File: config.mk
export PLATFORM = sky130hd
export DESIGN_NAME = q16alu_qmul
export DESIGN_NICKNAME = d
export VERILOG_FILES = /design/src/sv/q16alu_pkg.sv /design/src/sv/q16alu_qmul.sv
export SDC_FILE = /design/constraint.sdc
export NUM_CORES = 2
export LEC_CHECK = 0
export BUFFER_PORTS_ARGS = -buffer_cell sky130_fd_sc_hd__buf_4
export CAP_MARGIN = 20
export CORE_UTILIZATION = 30
export DETAILED_ROUTE_END_ITERATION = 6
export PLACE_DENSITY = 0.53
export SLEW_MARGIN = 20
export SYNTH_ARGS = -nofsm -noshare
export SYNTH_HDL_FRONTEND = slang
export SYNTH_SLANG_ARGS = --single-unit
File: constraint.sdc
create_clock -name i_clk -period 9.47 [get_ports i_clk]
set_clock_uncertainty 0.05 [all_clocks]
set_input_delay 0.4735 -clock i_clk [delete_from_list [all_inputs] [get_ports i_clk]]
set_output_delay 0.4735 -clock i_clk [all_outputs]
set_load 0.01 [all_outputs]
File: src/sv/q16alu_pkg.sv
`timescale 1ns / 1ps

package q16alu_pkg;

    // Operation codes carried in tuser
    typedef enum logic [1:0] {
        KIND_ADD = 2'd0,
        KIND_SUB = 2'd1,
        KIND_MUL = 2'd2,
        KIND_DIV = 2'd3
    } t_kind;

    localparam int unsigned DATA_W    = 32;
    localparam int unsigned FRAC_BITS = 15;
    // floor(2^30 / mag) fits in 31 bits: one quotient bit per divider stage
    localparam int unsigned QUOT_W    = 31;
    localparam int unsigned DIV_STEPS = QUOT_W;
    localparam int unsigned PROD_W    = 2 * DATA_W;
    // Product bits that must all match the sign for an in-range result
    localparam int unsigned HI_LSB    = DATA_W - 1 + FRAC_BITS;

    // Payload that travels down the pipeline with each item
    typedef struct packed {
        t_kind                     kind;
        logic signed [DATA_W-1:0]  a;
        logic        [DATA_W-1:0]  b;
        logic                      neg;
        logic                      zero;
        logic        [DATA_W-1:0]  mag;
        logic        [DATA_W-1:0]  alu_res;
        logic                      alu_ov;
        logic        [QUOT_W-1:0]  quot;
    } t_carry;

endpackage

File: src/sv/q16alu_qmul.sv
`timescale 1ns / 1ps

// Q-multiply, overflow check, result select and final negation (3 stages).
module q16alu_qmul import q16alu_pkg::*; (
    input  logic              i_clk,
    input  logic              i_rst_n,
    input  logic              i_adv,
    input  logic              i_vld,
    input  t_carry            i_carry,
    output logic              o_vld,
    output logic [DATA_W-1:0] o_res,
    output logic              o_ov
);

    logic signed [DATA_W-1:0] w_mb;
    logic                     r_m1_vld;
    t_carry                   r_m1_c;
    logic signed [PROD_W-1:0] r_prod;

    logic [DATA_W-1:0]        w_qres;
    logic                     w_qov;
    logic [DATA_W-1:0]        n_m2_res;
    logic                     n_m2_ov;
    logic                     r_m2_vld;
    logic [DATA_W-1:0]        r_m2_res;
    logic                     r_m2_ov;
    logic                     r_m2_neg;

    logic                     r_m3_vld;
    logic [DATA_W-1:0]        r_m3_res;
    logic                     r_m3_ov;

    // Stage 1: signed product; divide uses the reciprocal
    assign w_mb = (i_carry.kind == KIND_DIV) ? signed'({1'b0, i_carry.quot})
                                             : signed'(i_carry.b);

    always_ff @(posedge i_clk) begin
        if (i_adv) begin
            r_m1_c <= i_carry;
            r_prod <= i_carry.a * w_mb;
        end
    end

    // Stage 2: shift by 15, overflow when bits above the result disagree with its sign; select per kind
    assign w_qres = r_prod[HI_LSB:FRAC_BITS];
    assign w_qov  = !((&r_prod[PROD_W-1:HI_LSB]) || !(|r_prod[PROD_W-1:HI_LSB]));

    always_comb begin
        n_m2_res = r_m1_c.alu_res;
        n_m2_ov  = r_m1_c.alu_ov;
        case (r_m1_c.kind)
            KIND_ADD, KIND_SUB: begin
                n_m2_res = r_m1_c.alu_res;
                n_m2_ov  = r_m1_c.alu_ov;
            end
            KIND_MUL: begin
                n_m2_res = w_qres;
                n_m2_ov  = w_qov;
            end
            KIND_DIV: begin
                n_m2_res = r_m1_c.zero ? '0 : w_qres;
                n_m2_ov  = r_m1_c.zero ? 1'b1 : w_qov;
            end
            default: begin
                n_m2_res = r_m1_c.alu_res;
                n_m2_ov  = r_m1_c.alu_ov;
            end
        endcase
    end

    always_ff @(posedge i_clk) begin
        if (i_adv) begin
            r_m2_res <= n_m2_res;
            r_m2_ov  <= n_m2_ov;
            r_m2_neg <= (r_m1_c.kind == KIND_DIV) && r_m1_c.neg && !r_m1_c.zero;
        end
    end

    // Stage 3: negative divisor flips the sign, wrapping, flag untouched
    always_ff @(posedge i_clk) begin
        if (i_adv) begin
            r_m3_res <= r_m2_neg ? (DATA_W'(0) - r_m2_res) : r_m2_res;
            r_m3_ov  <= r_m2_ov;
        end
    end

    // Valid bits
    always_ff @(posedge i_clk) begin
        if (!i_rst_n) begin
            r_m1_vld <= 1'b0;
            r_m2_vld <= 1'b0;
            r_m3_vld <= 1'b0;
        end else if (i_adv) begin
            r_m1_vld <= i_vld;
            r_m2_vld <= r_m1_vld;
            r_m3_vld <= r_m2_vld;
        end
    end

    assign o_vld = r_m3_vld;
    assign o_res = r_m3_res;
    assign o_ov  = r_m3_ov;

endmodule

Word level (Yosys, flattened, before mapping)
Index checks and enable logic that the tools add are counted.
{"block": "classes", "eq_ne": 4, "n_addsub": 1, "reduce_logical": 10, "n_mux": 6, "n_mul": 1}
{"op": "2-to-1 mux 32 bit", "count": 3}
{"op": "one-hot mux 32 bit (3 select lines)", "count": 1}
{"op": "multiplier 32 x 32 -> 64 bit", "count": 1}
{"op": "subtractor 1 x 32 -> 32 bit (first input constant)", "count": 1}
{"op": "AND reduction 18 bit", "count": 1}
{"op": "OR reduction 18 bit", "count": 1}
{"op": "== test 2 bit (second input constant)", "count": 3}
{"op": "logical NOT 1 bit", "count": 3}
{"op": "one-hot mux 1 bit (3 select lines)", "count": 1}
{"op": "== test 2 x 1 -> 1 bit (second input constant)", "count": 1}
{"op": "logical AND 1 bit", "count": 2}
{"op": "logical NOT 2 bit", "count": 1}
{"op": "OR reduction 2 bit", "count": 1}
{"op": "logical OR 1 bit", "count": 1}
{"op": "2-to-1 mux 1 bit", "count": 1}
{"block": "word_totals", "reg_bits": 171, "wordCells": 36, "output_inout_bits": 34}

Longest topological paths before layout
{"block": "logic_depth", "depth_word": 6, "ltp_mapped": 31, "mapped_depth_nobuf": 29}

Worst setup path after synthesis
No wires, ideal clock.
{"block": "synth_path", "path_type": "input port to flip-flop", "startpoint": "in i_carry[162] (netlist name)", "endpoint": "reg r_prod[61], data pin", "n_path_buf": 3, "path_slack_ps": 682, "required_ps": 9155, "arrival_ps": 8473, "setup_ps": 265, "path_stages": 29, "path_cell_list": "nand2_1 clkbuf_1 mux2_2 clkbuf_1 nand2_1 inv_1 fa_1 fa_1 fa_1 inv_1 fa_1 inv_1 fa_1 fa_1 inv_1 fa_1 inv_1 fa_1 ha_1 clkbuf_1 inv_1 o21bai_1 a21o_1 a21oi_1 o21bai_1 a21oi_1 o21bai_1 or3_1 nor4bb_1"}
{"block": "synth_between", "elab_chain_cells": 3}
{"element": "start: declaration", "line": "q16alu_qmul.sv:9", "rtl": "input t_carry i_carry,"}
{"element": "== test 2 bit", "line": "q16alu_qmul.sv:34", "rtl": "assign w_mb = (i_carry.kind == KIND_DIV) ? signed'({1'b0, i_carry.quot})"}
{"element": "2-to-1 mux 32 bit", "line": "q16alu_qmul.sv:34"}
{"element": "multiplier 32 x 32 -> 64 bit", "line": "q16alu_qmul.sv:40", "rtl": "r_prod <= i_carry.a * w_mb;"}
{"element": "end signal: assignment", "line": "q16alu_qmul.sv:40"}
{"element": "end: declaration", "line": "q16alu_qmul.sv:18", "rtl": "logic signed [PROD_W-1:0] r_prod;"}
Every way passes these cells.
A chain may end at the register's enable or synchronous reset.

Worst setup path after layout
Same ends and word-level chain as after synthesis.

==> impl_metrics.env <==
export IMPL_yosysUniqueCellTypes=65
export IMPL_async_reset_ff_share_pct=0
export IMPL_period_share_pct=95.6
export IMPL_wl_per_cell_um=17.8
export IMPL_synthToLayoutAreaGrowth_pct=10.8
export IMPL_start_util_pct=30.3
export IMPL_end_kind="register"
export IMPL_cts_root_buf="clkbuf_16"
export IMPL_cp_startpoint="i_carry[162]"
export IMPL_maxCapViolations=0
export IMPL_ant_nets=0
export IMPL_min_period_ps=9060
export IMPL_synth_nets=5601
export IMPL_status="complete, no violations"
export IMPL_clk_path_buf_depth=2
export IMPL_tightest_slew_ps=1030
export IMPL_rows=136
export IMPL_track_usage_pct=15.9
export IMPL_drive_gt1_share_pct=8.94
export IMPL_timing_rr_start="r_m2_res[4]$_DFFE_PP_"
export IMPL_slew_headroom_pct=31.4
export IMPL_clk_latency_ps=440
export IMPL_cpMostUsedCell="fa_1"
export IMPL_cts_made_buffers=17
export IMPL_clkTransAtPathRegs_ps=70
export IMPL_drt_first_iter_violations=1359
export IMPL_cts_max_level=4
export IMPL_syn_area_per_cell_um2=10.0
export IMPL_tritoncts="yes"
export IMPL_worstHoldStart="i_carry[36]"
export IMPL_clock_fmax_mhz=110
export IMPL_arrival_ps=9230
export IMPL_critical_path_class="in -> reg"
export IMPL_setup_violations=0
export IMPL_grt_pass1_wl_um=174000
export IMPL_routed_via_density=4.59
export IMPL_grt_pass1_vias=30700
export IMPL_routabilityCongestion=0.824
export IMPL_synth_warnings=0
export IMPL_maxSlewViolCount=0
export IMPL_dr_total_vias=27900
export IMPL_reg2regPathDepth=9
export IMPL_cts_hold_buf=0
export IMPL_grt_start_max_net_pins=86
export IMPL_path_max_fanout=23
export IMPL_final_cell_mix="1081 x fa_1, 978 x inv_1, 540 x nand2_1"
export IMPL_dr_pass1_iters=5
export IMPL_hold_path_class="in -> reg"
export IMPL_seq_area_frac_synth_pct=11.1
export IMPL_synthesis_area_um2=41800
export IMPL_layout_commonest_cell="fa_1"
export IMPL_cts_sinks=156
export IMPL_die_h_um=375
export IMPL_cpLargestDelayFamily="adder cells"
export IMPL_coreArea_um2=138000
export IMPL_cpMaxStageDelayCell="a2111oi_2"
export IMPL_overflow=0
export IMPL_hold_viol_final=0
export IMPL_cp_data_required_time_ps=9650
export IMPL_synth_cells=4171
export IMPL_post_cts_resized=0
export IMPL_dieArea_um2=141000
export IMPL_synth_edf_count=153
export IMPL_wirelength_um=108000
export IMPL_start_kind="input port"
export IMPL_synth_top_flop_cell="edfxtp_1"
export IMPL_fp_dieW_um=375
export IMPL_route_detailed_drc=0
export IMPL_max_stage_delay_ps=930
export IMPL_rsz0062_at_grt="no"
export IMPL_pin_count=202
export IMPL_synth_seq_cells=156
export IMPL_post_cts_buffers=0
export IMPL_hold_depth=1
export IMPL_fin_setup_tns_ps=0
export IMPL_hpwlAfterDp_um=89800
export IMPL_io_buffers=169
export IMPL_antenna_found_initial=2
export IMPL_nNetsFinal=5701
export IMPL_cp_depth=26
export IMPL_path_buf_inv=5
[metal layers]
layer / track usage [%] / vias up / part of all wire [%]
met5: 0 / - / 0
met4: 3.68 / 0 / 2.4
met3: 1.06 / 90 / 2.7
met2: 28.4 / 504 / 52
met1: 21.0 / 14900 / 43
li1: - / 12400 / -
[cells in the mapped netlist, types with 4 or more instances]
| library cell | count | area share, % |
|---|---|---|
| mux2_2 | 24 | 0.65 |
| nand2b_1 | 22 | 0.33 |
| a211oi_1 | 4 | 0.072 |
| or2_2 | 12 | 0.18 |
| edfxtp_1 | 153 | 11 |
| nand3_1 | 14 | 0.17 |
| or3_1 | 7 | 0.10 |
| fa_1 | 1081 | 52 |
| o21ai_0 | 58 | 0.69 |
| nor2b_1 | 243 | 3.6 |
| nor3_1 | 12 | 0.14 |
| nand4_1 | 12 | 0.18 |
| a21o_1 | 30 | 0.54 |
| nor2_1 | 53 | 0.48 |
| o21a_1 | 5 | 0.090 |
| and3_1 | 8 | 0.12 |
| xnor2_1 | 69 | 1.4 |
| mux2i_1 | 9 | 0.22 |
| o31ai_1 | 15 | 0.27 |
| ha_1 | 181 | 5.4 |
| and2_1 | 274 | 4.1 |
| inv_1 | 978 | 8.8 |
| clkbuf_1 | 208 | 1.9 |
| a31oi_1 | 5 | 0.075 |
| o21bai_1 | 10 | 0.18 |
| a211o_1 | 5 | 0.10 |
| xor2_1 | 16 | 0.34 |
| nand2_1 | 541 | 4.9 |
| a21oi_1 | 56 | 0.67 |
| nor4_1 | 10 | 0.15 |
[cells by family (layout without fill, tap and decap cells)]
logic type / Yosys count / count (layout) / share of synthesized area, %
adder cells (fa/ha/maj): 1262 / 1262 / 57.2
AND/OR/NAND/NOR: 1225 / 1225 / 14.8
other: 0 / 1 / 0
multiplexers: 33 / 33 / 0.862
XOR/XNOR: 85 / 85 / 1.78
AO/OA/AOI/OAI: 223 / 223 / 3.48
flip-flops: 156 / 156 / 11.1
buffers and inverters: 1187 / 1300 / 10.7
[path summary, 6_finish.rpt]
path	end	slack, ps
worst min register to register	o_ov$_DFFE_PP_	380
worst max-delay path	r_prod[61]$_DFFE_PP_	410
worst max register to register	o_res[30]$_DFFE_PP_	6110
worst min-delay path	r_m1_c[36]$_DFFE_PP_	160
[sequential cells by signal, summed over array words and instances, names as in the netlist]
name / flops
o_res: 32
r_prod: 49
r_m2_res: 32
o_ov: 1
r_m2_neg: 1
r_m2_vld: 1
r_m1_c: 37
r_m1_vld: 1
r_m2_ov: 1
o_vld: 1
[through the flow]
| step | util (%) | setup WS (ps) | instance area [µm²] | hold slack [ps] | std cells |
|---|---|---|---|---|---|
| 3_5_place_dp | 33.1 | 64.8 | 45700 | 367 | 6045 |
| 5_1_grt | 33.6 | 108 | 46300 | 123 | 6078 |
| 2_1_floorplan | - | 682 | 41800 | 350 | 4171 |
| 4_1_cts | 33.6 | 519 | 46300 | 121 | 6077 |
| 3_3_place_gp | 33.1 | 186 | 45700 | 359 | 6045 |
| 6_report | 33.6 | 412 | 46300 | 157 | 6079 |
[final cells by class]
class	instances	area [µm²]
clock inverters	15	201
fillers	14200	91500
well taps	1794	2240
clock buffers	17	425
inverters	978	3670
multi-input cells	2828	32800
repair buffers	290	2360
flip-flops and latches	156	4650
diodes	1	2.50
Power is not shown: default switching activity piles up to over one toggle a cycle in this logic, so the estimate is an artifact.
